`src/sv/tmlr_pkg.sv`:
```
package tmlr_pkg;

    localparam int XY_W   = 5;
    localparam int GRID_W = 6;
    localparam logic [GRID_W-1:0] GRID_RESET = GRID_W'(16);

    typedef struct packed {
        logic [XY_W-1:0] start_x;
        logic [XY_W-1:0] start_y;
        logic [XY_W-1:0] end_x;
        logic [XY_W-1:0] end_y;
    } line_cmd_t;

    typedef struct packed {
        logic [XY_W-1:0] pixel_x;
        logic [XY_W-1:0] pixel_y;
        logic            show_below;
        logic            show_center;
        logic            show_above;
        logic            last_of_line;
    } pixel_grp_t;

    // controller to datapath
    typedef struct packed {
        logic load;
        logic emit_start;
        logic emit_step;
        logic emit_end;
    } dp_cmd_t;

    // datapath to controller
    typedef struct packed {
        logic walk_done;
    } dp_status_t;

endpackage

```
`src/sv/tmlr_dp.sv`:
```
module tmlr_dp
    import tmlr_pkg::*;
#(
    parameter int COORD_BITS = 5
)
(
    input  logic              clk,
    input  logic              rst_n,
    input  logic              cfg_we,
    input  logic [GRID_W-1:0] cfg_data,
    input  line_cmd_t         cmd,
    input  dp_cmd_t           ctl,
    output dp_status_t        status,
    output pixel_grp_t        px
);

    localparam int VW = COORD_BITS + 5;
    localparam int CW = (COORD_BITS + 2 > GRID_W + 1) ? COORD_BITS + 2 : GRID_W + 1;
    localparam int DW = COORD_BITS + 2;

    logic [GRID_W-1:0]            grid_reg;
    logic [COORD_BITS-1:0]        x_reg, x_next;
    logic [COORD_BITS-1:0]        y_reg, y_next;
    logic [COORD_BITS-1:0]        bx_reg, bx_next;
    logic [COORD_BITS-1:0]        by_reg, by_next;
    logic [COORD_BITS-1:0]        dx_reg, dx_next;
    logic signed [COORD_BITS:0]   dy_reg, dy_next;
    logic signed [VW-1:0]         v_reg, v_next;
    logic                         fall_reg, fall_next;
    logic                         steep_reg, steep_next;
    pixel_grp_t                   px_reg, px_next;

    logic [COORD_BITS-1:0]        ax, ay, ex, ey;
    logic signed [DW-1:0]         dy_l, dx_l, mag_l;
    logic signed [VW-1:0]         dx_l_w, dy_l_w, dx_w, dy_w;
    logic [COORD_BITS-1:0]        x_step, y_step;
    logic signed [VW-1:0]         v_step;
    logic                         take;

    function automatic pixel_grp_t make_group(
        input logic [COORD_BITS-1:0] col,
        input logic [COORD_BITS-1:0] row,
        input logic                  below,
        input logic                  above,
        input logic                  last,
        input logic [GRID_W-1:0]     grid
    );
        logic signed [CW-1:0] c;
        logic signed [CW-1:0] r;
        logic signed [CW-1:0] g;
        logic signed [CW-1:0] rm;
        logic signed [CW-1:0] rp;
        logic                 col_ok;
        pixel_grp_t           grp;
        c      = $signed(CW'(col));
        r      = $signed(CW'(row));
        g      = $signed(CW'(grid));
        rm     = r - CW'(1);
        rp     = r + CW'(1);
        col_ok = c < g;
        grp.pixel_x      = XY_W'(col);
        grp.pixel_y      = XY_W'(row);
        grp.show_below   = below && col_ok && (rm >= 0) && (rm < g);
        grp.show_center  = col_ok && (r < g);
        grp.show_above   = above && col_ok && (rp < g);
        grp.last_of_line = last;
        return grp;
    endfunction

    // endpoint ordering and per-line setup
    always_comb
    begin
        if (COORD_BITS'(cmd.start_x) > COORD_BITS'(cmd.end_x))
        begin
            ax = COORD_BITS'(cmd.end_x);
            ay = COORD_BITS'(cmd.end_y);
            ex = COORD_BITS'(cmd.start_x);
            ey = COORD_BITS'(cmd.start_y);
        end
        else
        begin
            ax = COORD_BITS'(cmd.start_x);
            ay = COORD_BITS'(cmd.start_y);
            ex = COORD_BITS'(cmd.end_x);
            ey = COORD_BITS'(cmd.end_y);
        end
        dx_l   = $signed(DW'(ex)) - $signed(DW'(ax));
        dy_l   = $signed(DW'(ey)) - $signed(DW'(ay));
        mag_l  = (dy_l < 0) ? -dy_l : dy_l;
        dx_l_w = VW'(dx_l);
        dy_l_w = VW'(dy_l);
    end

    assign dx_w = $signed(VW'(dx_reg));
    assign dy_w = VW'(dy_reg);

    // one walk step of the midpoint rule, decision kept incrementally
    always_comb
    begin
        x_step = x_reg;
        y_step = y_reg;
        v_step = v_reg;
        take   = 1'b0;
        unique case ({fall_reg, steep_reg})
            2'b00:
            begin
                take   = v_reg < 0;
                x_step = x_reg + COORD_BITS'(1);
                y_step = take ? y_reg + COORD_BITS'(1) : y_reg;
                v_step = v_reg - (dy_w <<< 1) + (take ? (dx_w <<< 1) : '0);
            end
            2'b01:
            begin
                take   = v_reg >= 0;
                y_step = y_reg + COORD_BITS'(1);
                x_step = take ? x_reg + COORD_BITS'(1) : x_reg;
                v_step = v_reg + (dx_w <<< 1) - (take ? (dy_w <<< 1) : '0);
            end
            2'b10:
            begin
                take   = v_reg > 0;
                x_step = x_reg + COORD_BITS'(1);
                y_step = take ? y_reg - COORD_BITS'(1) : y_reg;
                v_step = v_reg - (dy_w <<< 1) - (take ? (dx_w <<< 1) : '0);
            end
            default:
            begin
                take   = v_reg <= 0;
                y_step = y_reg - COORD_BITS'(1);
                x_step = take ? x_reg + COORD_BITS'(1) : x_reg;
                v_step = v_reg - (dx_w <<< 1) - (take ? (dy_w <<< 1) : '0);
            end
        endcase
    end

    always_comb
    begin
        x_next     = x_reg;
        y_next     = y_reg;
        bx_next    = bx_reg;
        by_next    = by_reg;
        dx_next    = dx_reg;
        dy_next    = dy_reg;
        v_next     = v_reg;
        fall_next  = fall_reg;
        steep_next = steep_reg;
        px_next    = px_reg;
        if (ctl.load)
        begin
            x_next     = ax;
            y_next     = ay;
            bx_next    = ex;
            by_next    = ey;
            dx_next    = COORD_BITS'(dx_l);
            dy_next    = (COORD_BITS+1)'(dy_l);
            fall_next  = dy_l < 0;
            steep_next = mag_l > dx_l;
            unique case ({dy_l < 0, mag_l > dx_l})
                2'b00:   v_next = dx_l_w - (dy_l_w <<< 1);
                2'b01:   v_next = (dx_l_w <<< 1) - dy_l_w;
                2'b10:   v_next = -dx_l_w - (dy_l_w <<< 1);
                default: v_next = -(dx_l_w <<< 1) - dy_l_w;
            endcase
        end
        else if (ctl.emit_start)
        begin
            px_next = make_group(x_reg, y_reg, 1'b1, 1'b0, 1'b0, grid_reg);
        end
        else if (ctl.emit_step)
        begin
            x_next  = x_step;
            y_next  = y_step;
            v_next  = v_step;
            px_next = make_group(x_step, y_step, 1'b1, 1'b1, 1'b0, grid_reg);
        end
        else if (ctl.emit_end)
        begin
            x_next  = bx_reg;
            y_next  = by_reg;
            px_next = make_group(bx_reg, by_reg, 1'b1, !fall_reg, 1'b1, grid_reg);
        end
    end

    always_ff @(posedge clk or negedge rst_n)
    begin
        if (!rst_n)
        begin
            grid_reg <= GRID_RESET;
        end
        else if (cfg_we)
        begin
            grid_reg <= cfg_data;
        end
    end

    always_ff @(posedge clk or negedge rst_n)
    begin
        if (!rst_n)
        begin
            x_reg     <= '0;
            y_reg     <= '0;
            bx_reg    <= '0;
            by_reg    <= '0;
            dx_reg    <= '0;
            dy_reg    <= '0;
            v_reg     <= '0;
            fall_reg  <= 1'b0;
            steep_reg <= 1'b0;
            px_reg    <= '0;
        end
        else
        begin
            x_reg     <= x_next;
            y_reg     <= y_next;
            bx_reg    <= bx_next;
            by_reg    <= by_next;
            dx_reg    <= dx_next;
            dy_reg    <= dy_next;
            v_reg     <= v_next;
            fall_reg  <= fall_next;
            steep_reg <= steep_next;
            px_reg    <= px_next;
        end
    end

    assign status.walk_done = steep_reg ? (y_reg == by_reg) : (x_reg == bx_reg);
    assign px               = px_reg;

endmodule

```
`src/sv/tmlr_ctrl.sv`:
```
module tmlr_ctrl
    import tmlr_pkg::*;
(
    input  logic       clk,
    input  logic       rst_n,
    input  logic       cmd_valid,
    output logic       cmd_ready,
    output logic       px_valid,
    input  logic       px_ready,
    input  dp_status_t status,
    output dp_cmd_t    ctl
);

    localparam logic [1:0] ST_IDLE  = 2'd0;
    localparam logic [1:0] ST_START = 2'd1;
    localparam logic [1:0] ST_WALK  = 2'd2;

    logic [1:0] state_reg, state_next;
    logic       px_valid_reg, px_valid_next;
    logic       slot_free;
    logic       emit;

    assign slot_free = !px_valid_reg || px_ready;
    assign cmd_ready = state_reg == ST_IDLE;

    always_comb
    begin
        state_next     = state_reg;
        ctl.load       = 1'b0;
        ctl.emit_start = 1'b0;
        ctl.emit_step  = 1'b0;
        ctl.emit_end   = 1'b0;
        unique case (state_reg)
            ST_IDLE:
            begin
                if (cmd_valid)
                begin
                    ctl.load   = 1'b1;
                    state_next = ST_START;
                end
            end
            ST_START:
            begin
                if (slot_free)
                begin
                    ctl.emit_start = 1'b1;
                    state_next     = ST_WALK;
                end
            end
            ST_WALK:
            begin
                if (slot_free)
                begin
                    if (status.walk_done)
                    begin
                        ctl.emit_end = 1'b1;
                        state_next   = ST_IDLE;
                    end
                    else
                    begin
                        ctl.emit_step = 1'b1;
                    end
                end
            end
            default:
            begin
                state_next = ST_IDLE;
            end
        endcase
    end

    assign emit = ctl.emit_start || ctl.emit_step || ctl.emit_end;

    always_comb
    begin
        priority if (emit)
            px_valid_next = 1'b1;
        else if (px_ready)
            px_valid_next = 1'b0;
        else
            px_valid_next = px_valid_reg;
    end

    always_ff @(posedge clk or negedge rst_n)
    begin
        if (!rst_n)
        begin
            state_reg    <= ST_IDLE;
            px_valid_reg <= 1'b0;
        end
        else
        begin
            state_reg    <= state_next;
            px_valid_reg <= px_valid_next;
        end
    end

    assign px_valid = px_valid_reg;

    // a waiting result is never overwritten
    a_no_overwrite: assert property (@(posedge clk) disable iff (!rst_n)
        (px_valid_reg && !px_ready) |-> !emit)
        else $error("result overwritten while stalled");

    a_load_to_start: assert property (@(posedge clk) disable iff (!rst_n)
        ctl.load |=> (state_reg == ST_START))
        else $error("load not followed by start");

    a_end_to_idle: assert property (@(posedge clk) disable iff (!rst_n)
        ctl.emit_end |=> (state_reg == ST_IDLE && px_valid_reg && px_valid == 1'b1))
        else $error("end result not followed by idle");

    a_single_cmd: assert property (@(posedge clk) disable iff (!rst_n)
        $countones({ctl.load, ctl.emit_start, ctl.emit_step, ctl.emit_end}) <= 1)
        else $error("more than one datapath command");

endmodule

```
`src/sv/thick_midpoint_line_raster_core.sv`:
```
// a command transaction loads the walk registers; the first result is registered from
//   ST_START once the output slot is free, then one result per cycle while px_ready is
//   high; cmd_ready stays low until the last result of the line is registered
// reset: rst_n is asynchronous, active low; controller returns to idle, no result pending,
//   walk registers clear, grid_size returns to 16
module thick_midpoint_line_raster_core
    import tmlr_pkg::*;
#(
    parameter int COORD_BITS = 5
)
(
    input  logic              clk,
    input  logic              rst_n,
    input  logic              cfg_we,
    input  logic [GRID_W-1:0] cfg_data,
    input  logic              cmd_valid,
    output logic              cmd_ready,
    input  line_cmd_t         cmd,
    output logic              px_valid,
    input  logic              px_ready,
    output pixel_grp_t        px
);

    dp_cmd_t    ctl;
    dp_status_t status;

    tmlr_ctrl u_ctrl (
        .clk       (clk),
        .rst_n     (rst_n),
        .cmd_valid (cmd_valid),
        .cmd_ready (cmd_ready),
        .px_valid  (px_valid),
        .px_ready  (px_ready),
        .status    (status),
        .ctl       (ctl)
    );

    tmlr_dp #(
        .COORD_BITS (COORD_BITS)
    ) u_dp (
        .clk      (clk),
        .rst_n    (rst_n),
        .cfg_we   (cfg_we),
        .cfg_data (cfg_data),
        .cmd      (cmd),
        .ctl      (ctl),
        .status   (status),
        .px       (px)
    );

endmodule

```
`config.mk`:
```
export PLATFORM = sky130hd
export DESIGN_NAME = thick_midpoint_line_raster_core
export DESIGN_NICKNAME = d
export VERILOG_FILES = /design/src/sv/tmlr_pkg.sv /design/src/sv/tmlr_dp.sv /design/src/sv/tmlr_ctrl.sv /design/src/sv/thick_midpoint_line_raster_core.sv
export SDC_FILE = /design/constraint.sdc
export NUM_CORES = 1
export LEC_CHECK = 0
export ABC_CLOCK_PERIOD_IN_PS = 3700
export BUFFER_PORTS_ARGS = -buffer_cell sky130_fd_sc_hd__buf_2
export CORE_ASPECT_RATIO = 1.1
export CORE_MARGIN = 3
export CORE_UTILIZATION = 40
export CTS_BUF_LIST = sky130_fd_sc_hd__clkbuf_8
export CTS_CLUSTER_DIAMETER = 40
export DETAILED_ROUTE_END_ITERATION = 16
export PLACE_DENSITY = 0.57
export SLEW_MARGIN = 20
export SYNTH_ARGS = -nofsm -noshare
export SYNTH_HDL_FRONTEND = slang
export SYNTH_SLANG_ARGS = --single-unit
```
`constraint.sdc`:
```
create_clock -name clk -period 3.7 [get_ports clk]
set_input_delay 0.185 -clock clk [delete_from_list [all_inputs] [get_ports clk]]
set_output_delay 0.185 -clock clk [all_outputs]
set_load 0.005 [all_outputs]
```
==> results of run 1 <==
-- cell usage in the layout (no fill, tap or decap), drive strengths merged, types with 26 or more instances in the layout --
master	count
nand2	124
inv	94
a21o	27
buf	230
dfrtp	64
nor3	26
xor2	28
ha	145
nor2	99
a21oi	95
xnor2	56
o21ai	88
-- repair_timing --
action / 4_1_cts / 5_1_grt
endpoints found under the setup margin: 11 / 11
gates cloned: 1 / 0
endpoints found under the hold margin: 0 / 45
setup buffers: 21 / 2
gates resized for setup: 80 / 24
pin swaps: 48 / 22
hold buffers: 0 / 1
-- synth_stat cells (4+ instances only) --
cell       number
o21ai_1         6
nor2_1         98
xor2_1         27
inv_1          92
or2_2           4
a21boi_0        4
mux2i_1        11
a21o_1         27
ha_1          145
nand4_1         6
nand2_1       123
o211ai_1       20
or3_1           7
fa_1           15
o31ai_1         6
xnor2_1        56
nand3_1        17
nand2b_1       24
and2_1         11
o21a_1         10
o22ai_1         7
nor2b_1        24
buf_1           5
o2111ai_1       4
nor3_1         26
dfrtp_1        64
o31a_1          5
a31oi_1        24
o21ai_0        79
o21bai_1        9
a211oi_1       12
buf_2           6
clkbuf_1       39
a21oi_1        95
-- per-stage QoR --
step,utilization (%),hold WS (ns),cell area (um2)
floorplan,-,-0.1106,9341
global placement,49.07,0.3971,10920
detailed placement,49.07,0.4001,10920
CTS,52.65,0.02800,11720
global route,53.30,0.03578,11860
finish,53.30,0.04046,11860
-- worst max-delay path, delay by kind of cell --
kind | cells | cell delay [ns]
AOI/OAI and AO/OA | 9 | 1.22
muxes | 1 | 0.30
adders and majority gates | 4 | 1.03
xor gates and xnor gates | 2 | 0.34
and+or+nand+nor | 5 | 0.55
buffers and inverters | 5 | 0.47
-- kinds of logic after synthesis --
| logic type | share of synthesized area [%] |
|---|---|
| AND/OR/NAND/NOR | 18.47 |
| AO/OA/AOI/OAI | 24.18 |
| adder cells (fa/ha/maj) | 23.57 |
| buffers and inverters | 6.239 |
| XOR/XNOR | 8.127 |
| flip-flops | 17.80 |
| multiplexers | 1.573 |
| other | 0.04101 |
-- path summary, 6_finish.rpt --
kind	to	slack, ns
min in group asynchronous	u_dp.grid_reg[1]	0.36
setup / recovery	u_dp.v_reg[7]	-0.18
hold / removal	u_dp.grid_reg[3]	0.04
hold reg to reg	u_dp.px[6]	0.48
max in group asynchronous	u_dp.steep_reg	2.63
setup reg to reg	u_dp.v_reg[5]	0
-- metal layers --
metal | global-route usage (%) | share of wire [%] | wire [um]
met3 | 1.592 | 3.4 | 921
met5 | 0 | 0 | 0
met2 | 37.19 | 48 | 13130
met1 | 31.02 | 47 | 12850
met4 | 5.241 | 1.5 | 411
-- layout make-up --
cell class,count,share of cell area (%)
well taps,295,3.112
inverters,94,3.060
multi-input cells,967,63.53
repair buffers,231,14.76
clock inverters,5,0.5381
flip-flops and latches,65,13.73
clock buffers,11,1.277
==> impl_metrics.toml, run 1 <==
[outcome]
outcome = "finished with violations"
violations = "setup timing"

[sta]
fin_crit_sh_pct = 104.9
slew_viol_final = 0
rsz0062_at_grt = "true"
setup_slack_ns = -0.1824
max_freq_mhz = 257.6
setup_viol = 7
tns_ns = -0.6917
relSlewSlack_pct = 40.00
tightest_slew_ns = 0.8979
fin_worst_skew_ns = 0.01859
min_period_ns = 3.882
finalHoldViolCount = 0

[setup_path]
endpoint_kind = "flip-flop"
crit_path_top_delay_cell = "fa_2"
start_kind = "input port"
crit_type = "in2reg"
cpMostUsedCell = "a21oi_2"
rr_worst_depth = 16
critPathMaxFanout = 4
reg2reg_from = "u_dp.v_reg[0]"
cp.arrival_ns = 4.09
cp-startpoint = "cmd[9]"
crit_required_ns = 3.91
slowest_delay_ns = 0.35

[min_path]
hold_path_depth = 3
hold_path.class = "in2reg"
min_from = "cfg_data[3]"

[global_route]
grt_pass1_vias = 8616
grt_start_max_net_pins = 48
antenna_found_initial = 0
grt-ovfl-total = 0
grt_pass1_wl_um = 44140
grt.total_usage_pct = 22.10

[die]
initial_core_util_pct = 41.10
die_w_um = 150.2
die-height_um = 164.6
ioPinCount = 47
core-area_mm2 = 0.02225
rows = 57
die-area_mm2 = 0.02471

[route]
ant_nets = 0
wl_per_cell_um = 16.37
viasPerCell = 5.348
drt-total-wl_um = 27310
drc_errors = 0
via_count = 8920
firstDrtPassIters = 5
drt_iter0_drc = 612

[cells_and_area]
largest_register_ffs = 14
regArea_mm2 = 0.001628
drive_gt1_share_pct = 26.37
multi_input_area_mm2 = 0.007533
area_growth_pct = 29.68
nNetsFinal = 1559
fillers = 2176
antenna-diode-count = 0
fin_cells = 1668

[synth]
ys_ff_latch = 65
synthArstFlopShare_pct = 100.0
synth.avg_cell_area_um2 = 7.763
synth_top_area_share_pct = 19.84
netlist_instances = 1178
seq_area_frac_synth_pct = 17.80
ys_top_cells_by_area = "ha_1 (20%), dfrtp_1 (18%), xnor2_1 (5.4%)"
synth_ff_type = "dfrtp_1"
synth_edf_count = 0
synth_area_mm2 = 0.009145
synth_top_area_cell = "ha_1"
synth_nets = 1369
ys_warn_count = 0
synth.distinct_cells = 80

[clocking]
clkLatencyLatePin_ns = 0.35
clk_root_buffer_cell = "clkbuf_8"
clock_path_buffers = 2
cts_tree = "yes"
htreeDepth = 3
cts.clk_slew.worst_paths_ns = 0.08
numCtsBuffers = 9
clock-sinks = 65

[placement]
place_hpwl_um = 21460
place.gp.congestion = 0.8892
portBuffers = 46
placed_cells = 1631
dp_slack_ns = -0.7506

[job]
maxCapViolCount = 0
Power of run 1 is not shown: default switching activity piles up to over one toggle a cycle in this logic, so the estimate is an artifact.
==> run 2, diff against run 1 <==
--- a/config.mk
+++ b/config.mk
@@ -5,6 +5,7 @@
 export SDC_FILE = /design/constraint.sdc
 export NUM_CORES = 1
 export LEC_CHECK = 0
+export ABC_AREA = 1
 export ABC_CLOCK_PERIOD_IN_PS = 3700
 export BUFFER_PORTS_ARGS = -buffer_cell sky130_fd_sc_hd__buf_2
 export CORE_ASPECT_RATIO = 1.1
@@ -13,7 +14,7 @@
 export CTS_BUF_LIST = sky130_fd_sc_hd__clkbuf_8
 export CTS_CLUSTER_DIAMETER = 40
 export DETAILED_ROUTE_END_ITERATION = 16
-export PLACE_DENSITY = 0.57
+export PLACE_DENSITY_LB_ADDON = 0.2
 export SLEW_MARGIN = 20
 export SYNTH_ARGS = -nofsm -noshare
 export SYNTH_HDL_FRONTEND = slang
==> impl_metrics.toml, run 2 <==
[outcome]
outcome = "finished with violations"
violations = "setup timing"

[route]
ant_nets = 0
viasPerCell = 5.171
firstDrtPassIters = 5
via_count = 9814
drt-total-wl_um = 30030
wl_per_cell_um = 15.82
drt_iter0_drc = 634
drc_errors = 0

[synth]
synth.distinct_cells = 54
synth_top_area_cell = "ha_1"
ys_warn_count = 0
synthArstFlopShare_pct = 100.0
ys_top_cells_by_area = "ha_1 (19%), dfrtp_1 (17%), nand2_1 (12%)"
synth_top_area_share_pct = 19.35
synth.avg_cell_area_um2 = 6.764
ys_ff_latch = 65
synth_edf_count = 0
synth_ff_type = "dfrtp_1"
synth_area_mm2 = 0.009375
synth_most_common_cell = "nand2_1"
seq_area_frac_synth_pct = 17.36
netlist_instances = 1386
synthTopCellsByCount = "nand2_1 (299), inv_1 (213), ha_1 (145), o21ai_0 (122), a21oi_1 (101)"
synth_nets = 1577

[placement]
place_hpwl_um = 23830
portBuffers = 46
place.gp.congestion = 0.9554

[clocking]
clkLatencyLatePin_ns = 0.37
cts.clk_slew.worst_paths_ns = 0.09
clock_path_buffers = 2
clock-sinks = 65
numCtsBuffers = 9
clk_root_buffer_cell = "clkbuf_8"
htreeDepth = 3
cts_tree = "yes"

[setup_path]
endpoint_kind = "flip-flop"
path_delay_family = "simple AND/OR/NAND/NOR gates"
crit_required_ns = 3.94
critPathMaxFanout = 7
cp.buffers_inverters = 5
crit_path_top_delay_cell = "ha_4"
slowest_delay_ns = 0.30
cp.arrival_ns = 3.98
crit_type = "in2reg"
start_kind = "input port"

[die]
die-height_um = 166.6
core-area_mm2 = 0.02293
ioPinCount = 47
die-area_mm2 = 0.02531
rows = 58
initial_core_util_pct = 40.88
die_w_um = 152.0

[job]
maxCapViolCount = 0

[sta]
setup_viol = 5
setup_slack_ns = -0.03976
fin_worst_skew_ns = 0.02509
rsz0062_at_grt = "true"
hold-worst-slack_ns = 0.01163
max_freq_mhz = 267.4
finalHoldViolCount = 0
tightest_slew_ns = 0.9929
slew_viol_final = 0
min_period_ns = 3.740
fin_crit_sh_pct = 101.1
relSlewSlack_pct = 33.80

[cells_and_area]
drive_gt1_share_pct = 24.84
largest_register_ffs = 14
antenna-diode-count = 0
area_growth_pct = 28.91
fillers = 2298
regArea_mm2 = 0.001628
nNetsFinal = 1784
multi_input_area_mm2 = 0.007345
final_common_cell = "nand2_1"
layout_common_cells = "nand2_1 (284), inv_1 (196), buf_4 (177), ha_1 (128), o21ai_0 (99)"

[global_route]
grt_start_max_net_pins = 48
grt_pass1_vias = 9476
grt_pass1_wl_um = 47640
grt-ovfl-total = 0
antenna_found_initial = 0
grt.total_usage_pct = 22.82

[min_path]
hold_path.class = "in2reg"
## run 2: cell count changes in the layout (fill, tap and decap cells not counted), moves of 24 or more
cell / change
nand2b_1: -24
nand2_1: +170
xnor2_1: -35
o21ai_0: +28
nor2b_1: -24
inv_1: +112
nand3_1: +51
## run 2: timing repair
item                                   4_1_cts  5_1_grt
hold buffers                                 2        0
setup endpoints to repair                   11       14
setup buffers                                3       17
endpoints found under the hold margin        7        0
pin swaps                                    3       48
cloned                                       0        1
resized for setup                           13      102
## run 2: final cells by class
class	instances	area share [%]
Multi-Input combinational cell	1067	60.77
Timing Repair Buffer	230	13.79
Sequential cell	65	13.47
Inverter	220	6.978
Tap cell	300	3.106
Clock buffer	10	1.139
Clock inverter	6	0.7454
## run 2: cell families (layout without fill, tap and decap cells)
family / after synthesis / in the layout / share of synthesized area, %
other: 1 / 1 / 0.04000
buffers and inverters: 255 / 466 / 10.52
AND/OR/NAND/NOR: 535 / 536 / 25.21
AO/OA/AOI/OAI: 315 / 315 / 19.18
flip-flops: 65 / 65 / 17.36
adder cells (fa/ha/maj): 160 / 160 / 22.55
XOR/XNOR: 55 / 55 / 5.138
## run 2: final timing paths
kind	start	endpoint	slack [ns]	cells after the start
max in group asynchronous	rst_n	u_dp.dx_reg[1]	2.26	3
max reg2reg	u_dp.v_reg[0]	u_dp.v_reg[8]	0.13	27
max	cmd[18]	u_dp.v_reg[5]	-0.04	31
min reg2reg	u_dp.px[5]	u_dp.px[5]	0.49	2
min in group asynchronous	rst_n	u_dp.grid_reg[5]	0.51	2
min	cfg_data[1]	u_dp.grid_reg[1]	0.01	3
## run 2: metrics by stage
step / cells / cell area, um2 / util, % / setup slack, ns / setup TNS, ns
CTS: 1880 / 11550 / 50.37 / 0.0003482 / 0
detailed placement: 1859 / 11210 / 48.90 / -0.5890 / -5.884
global placement: 1859 / 11210 / 48.90 / -0.4956 / -4.835
floorplan: 1386 / 9555 / - / -0.1815 / -0.3949
global route: 1898 / 12090 / 52.70 / -0.2870 / -2.341
finish: 1898 / 12090 / 52.70 / -0.03976 / -0.1098
## run 2: worst reg2reg max path, delay by kind of cell (launching register included)
family | cells | cell delay (ns)
and+or+nand+nor | 12 | 1.24
AOI/OAI and AO/OA | 6 | 0.67
adders and majority gates | 3 | 0.62
buffers and inverters | 6 | 0.54
DFF | 1 | 0.39
## run 2: layer usage
metal | GRT usage (%) | wire, um
met1 | 29.92 | 13540
met2 | 38.53 | 14510
met3 | 3.144 | 1285
met4 | 8.092 | 688
met5 | 0 | 0
Power of run 2 is left out for the same reason.
==> run 3, diff against run 2 <==
--- a/config.mk
+++ b/config.mk
@@ -6,7 +6,7 @@
 export NUM_CORES = 1
 export LEC_CHECK = 0
 export ABC_AREA = 1
-export ABC_CLOCK_PERIOD_IN_PS = 3700
+export ABC_CLOCK_PERIOD_IN_PS = 3100
 export BUFFER_PORTS_ARGS = -buffer_cell sky130_fd_sc_hd__buf_2
 export CORE_ASPECT_RATIO = 1.1
 export CORE_MARGIN = 3
@@ -15,6 +15,7 @@
 export CTS_CLUSTER_DIAMETER = 40
 export DETAILED_ROUTE_END_ITERATION = 16
 export PLACE_DENSITY_LB_ADDON = 0.2
+export SETUP_SLACK_MARGIN = 0.02
 export SLEW_MARGIN = 20
 export SYNTH_ARGS = -nofsm -noshare
 export SYNTH_HDL_FRONTEND = slang
==> constraint.sdc (replaced) <==
create_clock -name clk -period 3.1 [get_ports clk]
set_input_delay 0.155 -clock clk [delete_from_list [all_inputs] [get_ports clk]]
set_output_delay 0.155 -clock clk [all_outputs]
set_load 0.005 [all_outputs]
==> impl_metrics.toml, run 3 (synthesis gave the netlist of run 2 again) <==
[cells_and_area]
regArea_mm2 = 0.001628
final_common_cell = "buf_4"
drive_gt1_share_pct = 32.72
nNetsFinal = 1913
area_growth_pct = 41.85
multi_input_area_mm2 = 0.007540
antenna-diode-count = 0
layout_common_cells = "buf_4 (292), nand2_1 (273), inv_1 (192), ha_1 (126), o21ai_0 (94)"
fillers = 2232
largest_register_ffs = 14

[clocking]
clkLatencyLatePin_ns = 0.37
cts_tree = "yes"
clock_path_buffers = 2
clock-sinks = 65
cts.clk_slew.worst_paths_ns = 0.09
numCtsBuffers = 9
htreeDepth = 3
clk_root_buffer_cell = "clkbuf_8"

[global_route]
antenna_found_initial = 0
grt_pass1_vias = 10280
grt-ovfl-total = 0
grt.total_usage_pct = 24.77
grt_pass1_wl_um = 51870
grt_start_max_net_pins = 37

[setup_path]
reg2reg_from = "u_dp.v_reg[0]"
slowest_delay_ns = 0.29
crit_required_ns = 3.35
crit_path_top_delay_cell = "ha_4"
cpMostUsedCell = "o21ai_1"
crit_type = "in2reg"
start_kind = "input port"
cp-startpoint = "cmd[7]"
cp.arrival_ns = 3.82
critPathMaxFanout = 7
endpoint_kind = "flip-flop"

[sta]
finalHoldViolCount = 0
min_period_ns = 3.573
setup_slack_ns = -0.4733
setup_viol = 14
fin_crit_sh_pct = 115.3
tightest_slew_ns = 0.7299
tns_ns = -5.023
slew_viol_final = 0
relSlewSlack_pct = 51.29
fin_worst_skew_ns = 0.01961
max_freq_mhz = 279.9
rsz0062_at_grt = "true"

[route]
drc_errors = 0
firstDrtPassIters = 5
ant_nets = 0
viasPerCell = 5.151
drt_iter0_drc = 575
drt-total-wl_um = 31850
via_count = 10440
wl_per_cell_um = 15.71

[placement]
portBuffers = 46
place.gp.congestion = 0.9356
place_hpwl_um = 25490

[die]
core-area_mm2 = 0.02293
die_w_um = 152.0
die-area_mm2 = 0.02531
initial_core_util_pct = 40.88
ioPinCount = 47
die-height_um = 166.6
rows = 58

[min_path]
hold_path.class = "in2reg"
min_from = "cfg_we"

[outcome]
outcome = "finished with violations"
violations = "setup timing"

[job]
maxCapViolCount = 0
run 3: cell type report:
type,count,share of cell area (%)
clock buffer,9,0.9314
clock inverter,7,0.5833
inverter,220,6.341
multi-input combinational,1067,56.69
sequential,65,12.24
tap,300,2.822
timing repair buffer,359,20.39
run 3: metal layers:
layer	global-route usage, %	vias up	part of all wire [%]
met5	0	-	0
met4	7.271	0	2.6
met3	2.469	47	4.8
met2	42.01	269	48
met1	33.51	4844	45
li1	-	5281	-
run 3: worst paths after layout:
kind / to / slack (ns) / cells after the start
hold reg to reg: u_dp.px[5] / 0.48 / 2
hold / removal: u_dp.grid_reg[4] / 0.09 / 3
setup reg to reg: u_dp.v_reg[9] / -0.36 / 21
setup / recovery: u_dp.v_reg[4] / -0.47 / 31
min in group asynchronous: u_dp.grid_reg[5] / 0.16 / 2
max in group asynchronous: u_dp.v_reg[9] / 2.24 / 3
run 3: through the flow:
step	instances	worst slack, ns	util [%]	hold slack [ns]	cell area (um2)
floorplan	1386	-0.7515	-	-0.1406	9563
global placement	1970	-1.083	52.56	0.02582	12050
detailed placement	1970	-1.167	52.56	0.03243	12050
CTS	2015	-0.4836	56.17	0.07784	12880
global route	2027	-0.6885	57.99	0.1076	13300
finish	2027	-0.4733	57.99	0.09423	13300
run 3: critical path, delay by kind of cell:
kind                       cells  cell delay [ns]
adders and majority gates      3             0.72
and+or+nand+nor               13             1.22
AOI/OAI and AO/OA              6             0.71
xor gates and xnor gates       2             0.35
buffers and inverters          7             0.65
run 3: what timing repair did:
action,in CTS,in global routing
gates cloned,1,0
pin swaps,55,62
resized for setup,94,88
setup buffers,21,12
setup endpoints to repair,14,14
hold buffers,7,0
endpoints found under the hold margin,14,0
Power of run 3 is left out for the same reason.
